File: config.mk
export PLATFORM = sky130hd
export DESIGN_NAME = canonical_line_editor_top
export DESIGN_NICKNAME = d
export VERILOG_FILES = /design/src/hw/rtl/cle_pkg.sv /design/src/hw/rtl/canonical_line_editor_top.sv /design/src/hw/rtl/cle_ram.sv
export SDC_FILE = /design/constraint.sdc
export NUM_CORES = 2
export LEC_CHECK = 0
export ABC_AREA = 1
export BUFFER_PORTS_ARGS = -buffer_cell sky130_fd_sc_hd__clkbuf_2
export CORE_UTILIZATION = 35
export CTS_BUF_LIST = sky130_fd_sc_hd__clkbuf_16
export DETAILED_ROUTE_END_ITERATION = 10
export GPL_TIMING_DRIVEN = 0
export PLACE_DENSITY = 0.5
export SETUP_SLACK_MARGIN = 0.15
export SYNTH_ARGS = -nofsm -noshare
export SYNTH_HDL_FRONTEND = slang
export SYNTH_HIERARCHICAL = 1
export SYNTH_SLANG_ARGS = --single-unit
File: constraint.sdc
create_clock -name clk_i -period 25.9 [get_ports clk_i]
set_input_delay 1.295 -clock clk_i [delete_from_list [all_inputs] [get_ports clk_i]]
set_output_delay 1.295 -clock clk_i [all_outputs]
set_load 0.02 [all_outputs]
File: src/hw/rtl/cle_pkg.sv
// ----------------------------------------------------------------------------
// cle_pkg
// Shared types and constants of the canonical line editor.
// ----------------------------------------------------------------------------
package cle_pkg;

  localparam int unsigned RingDepthDefault = 256;

  localparam logic [7:0] ByteBs     = 8'h08;
  localparam logic [7:0] ByteIntr   = 8'h03;
  localparam logic [7:0] ByteEof    = 8'h04;
  localparam logic [7:0] ByteKill   = 8'h15;
  localparam logic [7:0] ByteWerase = 8'h17;
  localparam logic [7:0] ByteDel    = 8'h7f;
  localparam logic [7:0] ByteLf     = 8'h0a;
  localparam logic [7:0] ByteCr     = 8'h0d;
  localparam logic [7:0] ByteTab    = 8'h09;
  localparam logic [7:0] ByteSpace  = 8'h20;
  localparam logic [7:0] ByteBell   = 8'h07;
  localparam logic [7:0] ByteCaret  = 8'h5e;
  localparam logic [7:0] ByteQmark  = 8'h3f;
  localparam logic [7:0] CaretOfs   = 8'h40;
  localparam logic [8:0] ColsMax    = 9'd511;

  localparam logic [1:0] CfgCanon = 2'd0;
  localparam logic [1:0] CfgEcho  = 2'd1;
  localparam logic [1:0] CfgCtrl  = 2'd2;

  typedef enum logic [2:0] {
    KindEcho  = 3'd0,
    KindErase = 3'd1,
    KindRead  = 3'd2,
    KindEmpty = 3'd3,
    KindEof   = 3'd4,
    KindStat  = 3'd5
  } kind_e;

  typedef enum logic [3:0] {
    StIdle,
    StRdWait,
    StEraseChk,
    StEcho1,
    StEcho2,
    StEcho3,
    StEcho4,
    StEraseOut,
    StStatus
  } state_e;

  typedef enum logic [1:0] {
    ErOne,
    ErKill,
    ErWordBlank,
    ErWordText
  } erase_e;

  function automatic logic is_ctrl(input logic [7:0] c);
    return (c < ByteSpace && c != ByteTab) || c == ByteDel;
  endfunction

  function automatic logic is_blank(input logic [7:0] c);
    return c == ByteSpace || c == ByteTab;
  endfunction

endpackage

File: src/hw/rtl/canonical_line_editor_top.sv
// ----------------------------------------------------------------------------
// canonical_line_editor_top
// Terminal line discipline on a ring store with read, commit, write pointers.
// ----------------------------------------------------------------------------
// One item at a time; the receiver cannot stall. A read of a byte passes
// through StRdWait to StStatus, an empty or end-of-file read goes straight to
// StStatus. A put goes through StEcho1, which sends one echo beat per visit,
// to StStatus. An erase walks down in StEraseChk, which tests one byte per
// visit while the RAM read of the next byte down is issued, and closes the
// walk in StEraseOut, in which the erase beat goes out; a word erase that
// stops on a blank also tests that blank. Results come out one per cycle
// marked by result_valid_o and must be taken at once; busy_o stays high until
// the last beat of the item has gone out. No clearing pass after reset.
module canonical_line_editor_top #(
  parameter int unsigned RingDepth = cle_pkg::RingDepthDefault
) (
  input  logic                 clk_i,
  input  logic                 rst_ni,
  input  logic                 start_i,
  output logic                 busy_o,
  input  logic                 action_i,
  input  logic [7:0]           data_byte_i,
  input  logic                 cfg_valid_i,
  output logic                 cfg_ready_o,
  input  logic [1:0]           cfg_index_i,
  input  logic [7:0]           cfg_data_i,
  output logic                 result_valid_o,
  output logic [2:0]           kind_o,
  output logic [7:0]           out_byte_o,
  output logic [8:0]           erase_columns_o,
  output logic                 accepted_o,
  output logic                 wake_reader_o,
  output logic [7:0]           lines_ready_o,
  output logic                 last_o
);

  import cle_pkg::*;

  localparam int unsigned Aw = $clog2(RingDepth);
  localparam logic [Aw-1:0] PtrMax = Aw'(RingDepth - 1);

  state_e state_q, state_d;
  erase_e emode_q, emode_d;
  logic [Aw-1:0] wp_q, wp_d, rp_q, rp_d, cp_q, cp_d;
  logic eof_q, eof_d;
  logic [7:0] lc_q, lc_d;
  logic canon_q, echo_q, ctrl_q;
  logic [7:0] c_q, c_d;
  logic [7:0] e1_q, e1_d, e2_q, e2_d;
  logic [2:0] necho_q, necho_d;
  logic [8:0] cols_q, cols_d;
  logic acc_q, acc_d, wake_q, wake_d, intr_q, intr_d, isrd_q, isrd_d;
  logic [7:0] rb_q, rb_d;

  logic mem_we;
  logic [Aw-1:0] mem_addr;
  logic [7:0] mem_wdata, mem_rdata;

  cle_ram #(.Width(8), .Depth(RingDepth)) u_ram (
    .clk_i   (clk_i),
    .we_i    (mem_we),
    .addr_i  (mem_addr),
    .wdata_i (mem_wdata),
    .rdata_o (mem_rdata)
  );

  function automatic logic [Aw-1:0] nxt(input logic [Aw-1:0] p);
    return (p == PtrMax) ? '0 : p + 1'b1;
  endfunction

  function automatic logic [Aw-1:0] prv(input logic [Aw-1:0] p);
    return (p == '0) ? PtrMax : p - 1'b1;
  endfunction

  assign cfg_ready_o = 1'b1;
  assign busy_o = (state_q != StIdle);

  always_ff @(posedge clk_i or negedge rst_ni) begin
    if (!rst_ni) begin
      canon_q <= 1'b1;
      echo_q  <= 1'b1;
      ctrl_q  <= 1'b1;
    end else if (cfg_valid_i) begin
      case (cfg_index_i)
        CfgCanon: canon_q <= cfg_data_i[0];
        CfgEcho:  echo_q  <= cfg_data_i[0];
        CfgCtrl:  ctrl_q  <= cfg_data_i[0];
        default:  ;
      endcase
    end
  end

  always_ff @(posedge clk_i or negedge rst_ni) begin
    if (!rst_ni) begin
      state_q <= StIdle;
      wp_q <= '0;
      rp_q <= '0;
      cp_q <= '0;
      eof_q <= 1'b0;
      lc_q <= '0;
    end else begin
      state_q <= state_d;
      wp_q <= wp_d;
      rp_q <= rp_d;
      cp_q <= cp_d;
      eof_q <= eof_d;
      lc_q <= lc_d;
    end
  end

  always_ff @(posedge clk_i) begin
    emode_q <= emode_d;
    c_q <= c_d;
    e1_q <= e1_d;
    e2_q <= e2_d;
    necho_q <= necho_d;
    cols_q <= cols_d;
    acc_q <= acc_d;
    wake_q <= wake_d;
    intr_q <= intr_d;
    isrd_q <= isrd_d;
    rb_q <= rb_d;
  end

  logic [7:0] cin;
  logic full;
  logic [8:0] w;
  logic [9:0] csum;

  always_comb begin
    state_d = state_q;
    emode_d = emode_q;
    wp_d = wp_q; rp_d = rp_q; cp_d = cp_q;
    eof_d = eof_q; lc_d = lc_q;
    c_d = c_q; e1_d = e1_q; e2_d = e2_q; necho_d = necho_q;
    cols_d = cols_q; acc_d = acc_q; wake_d = wake_q;
    intr_d = intr_q; isrd_d = isrd_q; rb_d = rb_q;
    mem_we = 1'b0; mem_addr = rp_q; mem_wdata = c_q;
    result_valid_o = 1'b0;
    kind_o = KindStat; out_byte_o = '0; erase_columns_o = '0;
    accepted_o = 1'b0; wake_reader_o = 1'b0; lines_ready_o = lc_q; last_o = 1'b0;
    cin = (data_byte_i == ByteCr && canon_q) ? ByteLf : data_byte_i;
    full = (nxt(wp_q) == rp_q);
    w = is_ctrl(mem_rdata) ? 9'd2 : 9'd1;
    csum = {1'b0, cols_q} + {1'b0, w};

    case (state_q)
      StIdle: begin
        if (start_i) begin
          c_d = cin; necho_d = '0; cols_d = '0; acc_d = 1'b1; wake_d = 1'b0;
          intr_d = 1'b0; isrd_d = 1'b0;
          state_d = StEcho1;
          if (action_i) begin
            isrd_d = 1'b1;
            mem_addr = rp_q;
            if (rp_q != cp_q) state_d = StRdWait;
            else begin
              state_d = StStatus;
              if (eof_q) begin
                eof_d = 1'b0;
                rb_d = {5'd0, KindEof};
              end else rb_d = {5'd0, KindEmpty};
            end
          end else if (!canon_q) begin
            if (full) begin
              acc_d = 1'b0;
            end else begin
              mem_we = 1'b1; mem_addr = wp_q; mem_wdata = cin;
              wp_d = nxt(wp_q); cp_d = nxt(wp_q); eof_d = 1'b0; wake_d = 1'b1;
              necho_d = (echo_q && (cin == ByteLf || !is_ctrl(cin) || ctrl_q)) ?
                        3'd2 : 3'd0;
              if (cin == ByteLf) begin e1_d = ByteCr; e2_d = ByteLf; end
              else if (is_ctrl(cin)) begin
                e1_d = ByteCaret; e2_d = (cin == ByteDel) ? ByteQmark : cin + CaretOfs;
              end else begin necho_d = echo_q ? 3'd1 : 3'd0; e1_d = cin; end
            end
          end else begin
            case (cin)
              ByteLf: begin
                if (!full) begin
                  mem_we = 1'b1; mem_addr = wp_q; mem_wdata = ByteLf;
                  wp_d = nxt(wp_q); cp_d = nxt(wp_q); eof_d = 1'b0;
                  lc_d = lc_q + 8'd1; wake_d = 1'b1;
                  e1_d = ByteCr; e2_d = ByteLf; necho_d = echo_q ? 3'd2 : 3'd0;
                end
              end
              ByteBs, ByteDel, ByteWerase: begin
                if (wp_q == cp_q) begin
                  e1_d = ByteBell; necho_d = echo_q ? 3'd1 : 3'd0;
                end else begin
                  emode_d = (cin == ByteWerase) ? ErWordBlank : ErOne;
                  mem_addr = prv(wp_q);
                  state_d = StEraseChk;
                end
              end
              ByteKill, ByteIntr: begin
                intr_d = (cin == ByteIntr);
                if (wp_q != cp_q) begin
                  emode_d = ErKill;
                  mem_addr = prv(wp_q);
                  state_d = StEraseChk;
                end else state_d = StEraseOut;
              end
              ByteEof: begin
                if (wp_q == cp_q) eof_d = 1'b1;
                else begin
                  cp_d = wp_q; eof_d = 1'b0; lc_d = lc_q + 8'd1;
                end
                wake_d = 1'b1;
              end
              default: begin
                if (!full) begin
                  mem_we = 1'b1; mem_addr = wp_q; mem_wdata = cin;
                  wp_d = nxt(wp_q); eof_d = 1'b0;
                  if (is_ctrl(cin)) begin
                    e1_d = ByteCaret; e2_d = (cin == ByteDel) ? ByteQmark : cin + CaretOfs;
                    necho_d = (echo_q && ctrl_q) ? 3'd2 : 3'd0;
                  end else begin
                    e1_d = cin; necho_d = echo_q ? 3'd1 : 3'd0;
                  end
                end
              end
            endcase
          end
        end
      end
      StRdWait: begin
        rb_d = mem_rdata;
        rp_d = nxt(rp_q);
        if (canon_q && (mem_rdata == ByteLf || nxt(rp_q) == cp_q) && lc_q != 8'd0)
          lc_d = lc_q - 8'd1;
        // read byte beat is marked by intr_q
        intr_d = 1'b1;
        state_d = StStatus;
      end
      StEraseChk: begin
        // mem_rdata holds the byte just below wp_q
        if (emode_q == ErWordBlank && !is_blank(mem_rdata)) emode_d = ErWordText;
        if (emode_q == ErWordText && is_blank(mem_rdata)) begin
          state_d = StEraseOut;
        end else begin
          wp_d = prv(wp_q);
          cols_d = csum[9] ? ColsMax : csum[8:0];
          if (emode_q == ErOne || prv(wp_q) == cp_q) state_d = StEraseOut;
          else begin
            mem_addr = prv(prv(wp_q));
            state_d = StEraseChk;
          end
        end
      end
      StEraseOut: begin
        if (echo_q && cols_q != '0) begin
          result_valid_o = 1'b1; kind_o = KindErase; erase_columns_o = cols_q;
        end
        if (intr_q) begin
          e1_d = ByteCaret; e2_d = ByteIntr + CaretOfs;
          necho_d = echo_q ? (ctrl_q ? 3'd4 : 3'd2) : 3'd0;
          if (!ctrl_q) begin e1_d = ByteCr; e2_d = ByteLf; end
        end
        state_d = StEcho1;
      end
      StEcho1: begin
        if (necho_q == 3'd0) state_d = StStatus;
        else begin
          result_valid_o = 1'b1; kind_o = KindEcho; out_byte_o = e1_q;
          necho_d = necho_q - 3'd1;
          e1_d = e2_q;
          if (necho_q == 3'd4) e2_d = ByteCr;
          else if (necho_q == 3'd3) e2_d = ByteLf;
        end
      end
      StStatus: begin
        result_valid_o = 1'b1; last_o = 1'b1;
        if (isrd_q) begin
          if (intr_q) begin
            kind_o = KindRead; out_byte_o = rb_q;
          end else kind_o = rb_q[2:0];
        end else begin
          kind_o = KindStat; accepted_o = acc_q; wake_reader_o = wake_q;
        end
        state_d = StIdle;
      end
      default: state_d = StIdle;
    endcase
  end

endmodule

File: src/hw/rtl/cle_ram.sv
// ----------------------------------------------------------------------------
// cle_ram
// Single-port synchronous RAM with registered read.
// ----------------------------------------------------------------------------
module cle_ram #(
  parameter int unsigned Width = 8,
  parameter int unsigned Depth = 256
) (
  input  logic                     clk_i,
  input  logic                     we_i,
  input  logic [$clog2(Depth)-1:0] addr_i,
  input  logic [Width-1:0]         wdata_i,
  output logic [Width-1:0]         rdata_o
);

  logic [Width-1:0] mem_q [Depth];

  always_ff @(posedge clk_i) begin
    if (we_i) begin
      mem_q[addr_i] <= wdata_i;
    end
    rdata_o <= mem_q[addr_i];
  end

endmodule

Word level (Yosys, flattened, before mapping):

Memories as Yosys holds them, arrays and structs flattened. A register that Yosys moved wholly into a read port is not among the register bits.
Index checks and enable logic that the tools add are counted.

* bits in registers: 90
* memory bits (writable): 2048
* input port bits: 23
* output and inout port bits: 34
* logic and storage cells: 309
* memories: 1

Memories
* u_ram.mem_q: words 256, width 8, rd ports 1, clocked after memory_dff 1, wr ports 1, line cle_ram.sv:16 `logic [Width-1:0] mem_q [Depth];`

* $add $sub $neg: 9
* magnitude comparators: 2
* equality and inequality tests: 61
* muxes and demuxes: 162
* bitwise operators: 1
* reduce and logical (&&, ||, !) cells: 53

Operator list (count)
* $mux 8: 64
* $pmux 8 s2: 9
* $pmux 8 s3: 4
* $mux 3: 16
* $mux 9: 5
* $eq 8x4->1 const B: 5
* $mux 2: 17
* $eq 8x8->1: 4
* $ne 3x3->1 const B: 10
* $mux 1: 29
* $ne 2x2->1 const B: 13
* $add 8x1->8 const B: 3
* $reduce_and 8->1: 3
* $sub 8x1->8 const B: 3
* $pmux 4 s5: 1
* $pmux 3 s3: 2
* $pmux 9 s2: 1
* $eq 8x5->1 const B: 2
* $eq 8x7->1 const B: 2
* $eq 8x8->1 const B: 2
* $logic_not 8->1: 2
* $lt 8x6->1 const B: 2
* $mux 4: 4
* $ne 8x4->1 const B: 2
* 45 further kinds: 83

Depth between registers and ports, before layout:

* depth after elaboration: 18
* mapped depth: 33
* depth with buffers taken out: 30

By module:

The synthesis kept the hierarchy.

By module, submodules not included
* cle_ram: times used 1, cells each 8021, area each 84871.4 um^2, sequential area each 61659.1 um^2
* canonical_line_editor_top: times used 1, cells each 1150, area each 7616.1 um^2, sequential area each 2506.2 um^2

Worst setup path after synthesis:

No wires, ideal clock.

* path type: input to register
* start point: in action_i
* end point: mem u_ram.mem_q[0][1], data pin
* setup time: 2.189 ns
* data arrival time: 12.023 ns
* setup slack: 11.689 ns
* stages on the path: 6
* path through: clkbuf_1 nor2_1 inv_1 nor2_1 clkbuf_1 o21ai_0

* longest elaborated chain between the ends: 3

RTL lines
* from (decl): line canonical_line_editor_top.sv:21 `input logic action_i,`
* $mux 8: line canonical_line_editor_top.sv:153 `if (action_i) begin`
* $mux 8: line canonical_line_editor_top.sv:149 `if (start_i) begin`
* $mux 8: line canonical_line_editor_top.sv:147 `case (state_q)`
* net mem_wdata[1]: line canonical_line_editor_top.sv:57 `logic [7:0] mem_wdata, mem_rdata;`
* to (decl): line cle_ram.sv:16

The timed path passes the listed nets, and every way through them passes these cells.

Final worst setup path:

* start point: reg wp_q[0]
* end point: reg u_ram.rdata_o[4], read port of u_ram.mem_q

* longest elaborated chain between the ends: 9

RTL lines
* from (decl): line canonical_line_editor_top.sv:44 `logic [Aw-1:0] wp_q, wp_d, rp_q, rp_d, cp_q, cp_d;`
* from (signal assigned): line canonical_line_editor_top.sv:103 `wp_q <= wp_d;`
* $add 8x1->8 / $eq 8x8->1 (equally long branches): line canonical_line_editor_top.sv:68 `return (p == PtrMax) ? '0 : p + 1'b1;`
* $mux 8: line canonical_line_editor_top.sv:68
* $eq 8x8->1: line canonical_line_editor_top.sv:143 `full = (nxt(wp_q) == rp_q);`
* $mux 8: line canonical_line_editor_top.sv:165, canonical_line_editor_top.sv:180, canonical_line_editor_top.sv:212
* $pmux 8 s3: line canonical_line_editor_top.sv:178 `case (cin)`
* $mux 8: line canonical_line_editor_top.sv:164 `end else if (!canon_q) begin`
* $mux 8: line canonical_line_editor_top.sv:153
* $mux 8: line canonical_line_editor_top.sv:149
* $pmux 8 s2 (*): line canonical_line_editor_top.sv:147
* net mem_addr[3]: line canonical_line_editor_top.sv:56 `logic [Aw-1:0] mem_addr;`
* to (decl): line cle_ram.sv:13 `output logic [Width-1:0] rdata_o`

Mark *: on every way through the listed nets, which the timed path passes. The rest lies on a longest branch.
A chain may end at the register's enable or synchronous reset.

==> flow_metrics.py <==
metrics = {
    "global_routing": {
        "vias_in_the_first_global_route": 62040,
        "grt_max_degree": 123,
        "grt.busiest_layer": "met2",
        "grt_pass1_wl_um": 435900,
        "gr-usage-met3_pct": 3.340,
        "number_of_antenna_violations_at_the_first_check_in_global_routing": 21,
        "met2_usage_pct": 36.36,
        "grt_usage_pct": 22.71,
        "grt_use_met1_pct": 31.16,
        "total_congestion_overflow_after_global_routing": 0,
    },
    "sta": {
        "timing.max_slew.rel_slack_pct": 2.950,
        "finalMaxSlewViolations": 0,
        "max_clock_freq_mhz": 133.2,
        "final-setup-viol-count": 0,
        "finalWorstPathRequiredPeriod_ps": 7510,
        "rsz0062_at_grt": "false",
        "hold_viol_final": 0,
        "max_slew.worst_pin.slew_ps": 1456,
        "final.setup.worst_slack_ps": 18390,
        "finClkSkew_ps": 64.81,
        "finalCritPeriodShare_pct": 29.00,
    },
    "critical_path": {
        "end_kind": "register",
        "critPathRequiredTime_ps": 26660,
        "timing.critical_path.fanout_max": 11,
        "cp_slowest_cell": "sky130_fd_sc_hd__clkbuf_1",
        "worst-setup-path-type": "register to register",
        "critPathLaunchType": "register",
        "critPathMaxStageDelay_ps": 1120,
        "worst-r2r-setup-slack_ps": 18390,
        "critical_path.most_common_cell": "sky130_fd_sc_hd__nand2_1",
        "arrival_ps": 8270,
    },
    "layout": {
        "reg.largest.list": "u_ram/mem_q x2048, cols_q x9",
        "largest_register": "u_ram/mem_q",
        "final_design_area_no_fill_sq_um": 105100,
        "fillers": 25830,
        "area_delta_synth_final_pct": 13.59,
        "final_cell_count_no_fill": 13180,
        "sequential_cell_area_sq_um": 64170,
        "layout-drive-gt1-share_pct": 7.110,
        "finalCoreUtilization_pct": 40.02,
        "num-nets-final": 9525,
        "multi_input_comb_area_sq_um": 25510,
        "largest_register_ff_count": 2048,
    },
    "route": {
        "drt_first_pass_iters": 5,
        "route.detailed.drc": 0,
        "antenna_violation_net_count_after_detailed_routing": 0,
        "route.vias.total": 65320,
        "detailedRoute.firstIterationViolations": 6381,
        "routed_wire_length_per_instance_um": 23.23,
        "vias_per_cell": 4.955,
        "detail_route.wirelength_um": 306200,
    },
    "yosys": {
        "synth_nets": 9216,
        "ys_warn_count": 6,
        "dominantRegCellSynth": "sky130_fd_sc_hd__edfxtp_1",
        "yosys.cell_types.count": 51,
        "synth.cell_area_sq_um": 92490,
        "yosys.cell_count.top_type": "sky130_fd_sc_hd__nand2_1",
        "post_synthesis_register_bit_count": 2146,
        "synth_edf_count": 2098,
        "async_reset_ff_share_pct": 1.864,
        "synth.cells.most_frequent": "sky130_fd_sc_hd__nand2_1 (5105), sky130_fd_sc_hd__edfxtp_1 (2098), sky130_fd_sc_hd__nor2_1 (469)",
        "synth.largest_area_cell": "sky130_fd_sc_hd__edfxtp_1",
        "synthesis.instances": 9171,
        "synth.yosys.seq_area_share_pct": 69.38,
        "syn_avg_cell_area_sq_um": 10.08,
        "synth_top_cell_area_share_pct": 68.12,
        "synth_top_cells_by_area": "sky130_fd_sc_hd__edfxtp_1 (68%), sky130_fd_sc_hd__nand2_1 (21%), sky130_fd_sc_hd__nor2_1 (1.9%)",
    },
    "clock_network": {
        "h_tree_lvls": 4,
        "cts_resized": 0,
        "quantity_of_hold_fixing_buffers_added_after_cts": 0,
        "cts-buffers-inserted": 224,
        "cts.sink_count": 2146,
        "cts.root.buffer_cell": "sky130_fd_sc_hd__clkbuf_16",
        "clk_path_buf_depth": 3,
        "insertion_delay_ps": 880,
        "clk_transition_reported_paths_ps": 60,
        "cts.repair_timing.setup_buffer_count": 0,
        "tritoncts": "built",
    },
    "place": {
        "place_area_sq_um": 98060,
        "gpl.final_weighted_congestion": 0.9474,
        "dp_hpwl_um": 214400,
        "place.detailed.instances": 12770,
        "placement.setup.worst_slack_ps": 18060,
        "place.port_buffers": 47,
    },
    "run": {
        "max_cap_violations": 0,
    },
    "power": {
        "netSwitchingPower_mw": 6.995,
        "irDropWorstVdd_mv": 0.08229,
        "clkPwrFrac_pct": 21.3,
        "internal_power_mw": 7.512,
        "post-layout-total-power_mw": 14.51,
        "static-leakage-power_nw": 41.97,
        "power_frac_seq_pct": 29.2,
        "power.combinational.fraction_pct": 49.5,
        "power_density_nw_per_um2": 138.1,
        "sw_share_pct": 48.22,
    },
    "die": {
        "top_level_ports": 57,
        "initial_core_util_pct": 35.23,
        "full_die_area_sq_um": 266300,
        "fp-row-count": 188,
        "die_width_um": 516.1,
        "die_h_um": 516.1,
        "placeableCoreArea_sq_um": 262500,
    },
    "worst_hold_path": {
        "worst_hold_path_type": "register to register",
    },
    "run_status": {
        "run_status": "finished, final reports clean",
    },
}
==> cells in the final DEF, fill, tap and decap left out, types with 9 or more instances in the layout <==
cell type                   netlist  layout
sky130_fd_sc_hd__o211ai_1        18      18
sky130_fd_sc_hd__inv_1          185     227
sky130_fd_sc_hd__nor2_2           9      11
sky130_fd_sc_hd__buf_1           43      43
sky130_fd_sc_hd__nand3_1        296     296
sky130_fd_sc_hd__bufinv_16        0      15
sky130_fd_sc_hd__clkbuf_2         0      54
sky130_fd_sc_hd__clkinv_2         0      40
sky130_fd_sc_hd__nor2_1         469     467
sky130_fd_sc_hd__o21ai_1        142     142
sky130_fd_sc_hd__clkbuf_16        0     225
sky130_fd_sc_hd__buf_16           0      21
sky130_fd_sc_hd__o21ai_0        103     101
sky130_fd_sc_hd__nor3_1          11      11
sky130_fd_sc_hd__clkbuf_1       188     181
sky130_fd_sc_hd__a21oi_1         74      74
sky130_fd_sc_hd__buf_6            9       9
sky130_fd_sc_hd__buf_12           0      13
sky130_fd_sc_hd__xnor2_1         11      11
sky130_fd_sc_hd__xor2_1          19      19
sky130_fd_sc_hd__or2_2            9       9
sky130_fd_sc_hd__buf_4           13      14
sky130_fd_sc_hd__ha_1            20      20
sky130_fd_sc_hd__nand4_1         30      30
sky130_fd_sc_hd__buf_2          207     207
sky130_fd_sc_hd__edfxtp_1      2098    2098
sky130_fd_sc_hd__dfrtp_1         37      37
sky130_fd_sc_hd__clkinv_1         0      60
sky130_fd_sc_hd__nand2_1       5105    5105
sky130_fd_sc_hd__nand2_2          9       9
==> metal layers <==
metal	vias to the layer above	routed length (um)
li1	30780	-
met1	31820	133400
met2	2298	140200
met3	429	20160
met4	4	12470
met5	-	26
==> power groups by stage <==
| stage | clock network (mW) | registers, mW | logic (mW) |
|---|---|---|---|
| after detailed placement | 0 | 4.31 | 7.10 |
| final | 3.09 | 4.24 | 7.18 |
| after CTS | 3.15 | 4.23 | 7.13 |
| after global placement | 0 | 4.65 | 6.99 |
| after floorplan | 0 | 4.40 | 3.89 |
| after global routing | 3.28 | 4.24 | 7.74 |
==> cell families after synthesis <==
family	count (synthesis)	synth area share, %
compound gates	361	2.083
simple gates	5956	24.87
other cells	1	0.004055
buf+inv	655	3.070
fa+ha+maj	22	0.3139
xor+xnor	30	0.2841
flops	2146	69.38
==> worst max-delay path: cells and delay by family (launching register included) <==
family | cells | cell delay (ps)
adder cells (fa/ha/maj) | 1 | 310
flip-flops | 1 | 580
AND/OR/NAND/NOR | 17 | 3250
buffers and inverters | 7 | 2800
AO/OA/AOI/OAI | 2 | 410
==> layout make-up <==
cell class              count  share of cell area (%)
multi-input cells        6370                   24.28
plain buffers             460                   2.009
well taps                3515                   4.186
flip-flops and latches   2146                   61.08
inverters                 195                  0.7444
clock buffers             225                   5.359
repair buffers             83                   1.043
diodes                      5                 0.01191
clock inverters           184                   1.285
==> final timing paths <==
kind	from	end	depth (start not counted)
max	wp_q[0]	u_ram/rdata_o[4]	27
min	ctrl_q	ctrl_q	2
max reg2reg	wp_q[0]	u_ram/rdata_o[4]	27
min reg2reg	ctrl_q	ctrl_q	2
max in group asynchronous	rst_ni	wp_q[6]	1
min in group asynchronous	rst_ni	state_q[1]	1
==> metrics by stage <==
step / hold WS [ps] / TNS [ps]
after floorplan: 464.5 / 0
after global placement: 505.6 / -5379080
after detailed placement: 504.3 / 0
after CTS: 524.9 / 0
after global routing: 557.2 / 0
final: 520.6 / 0
Power figures use the tool's default switching activity.
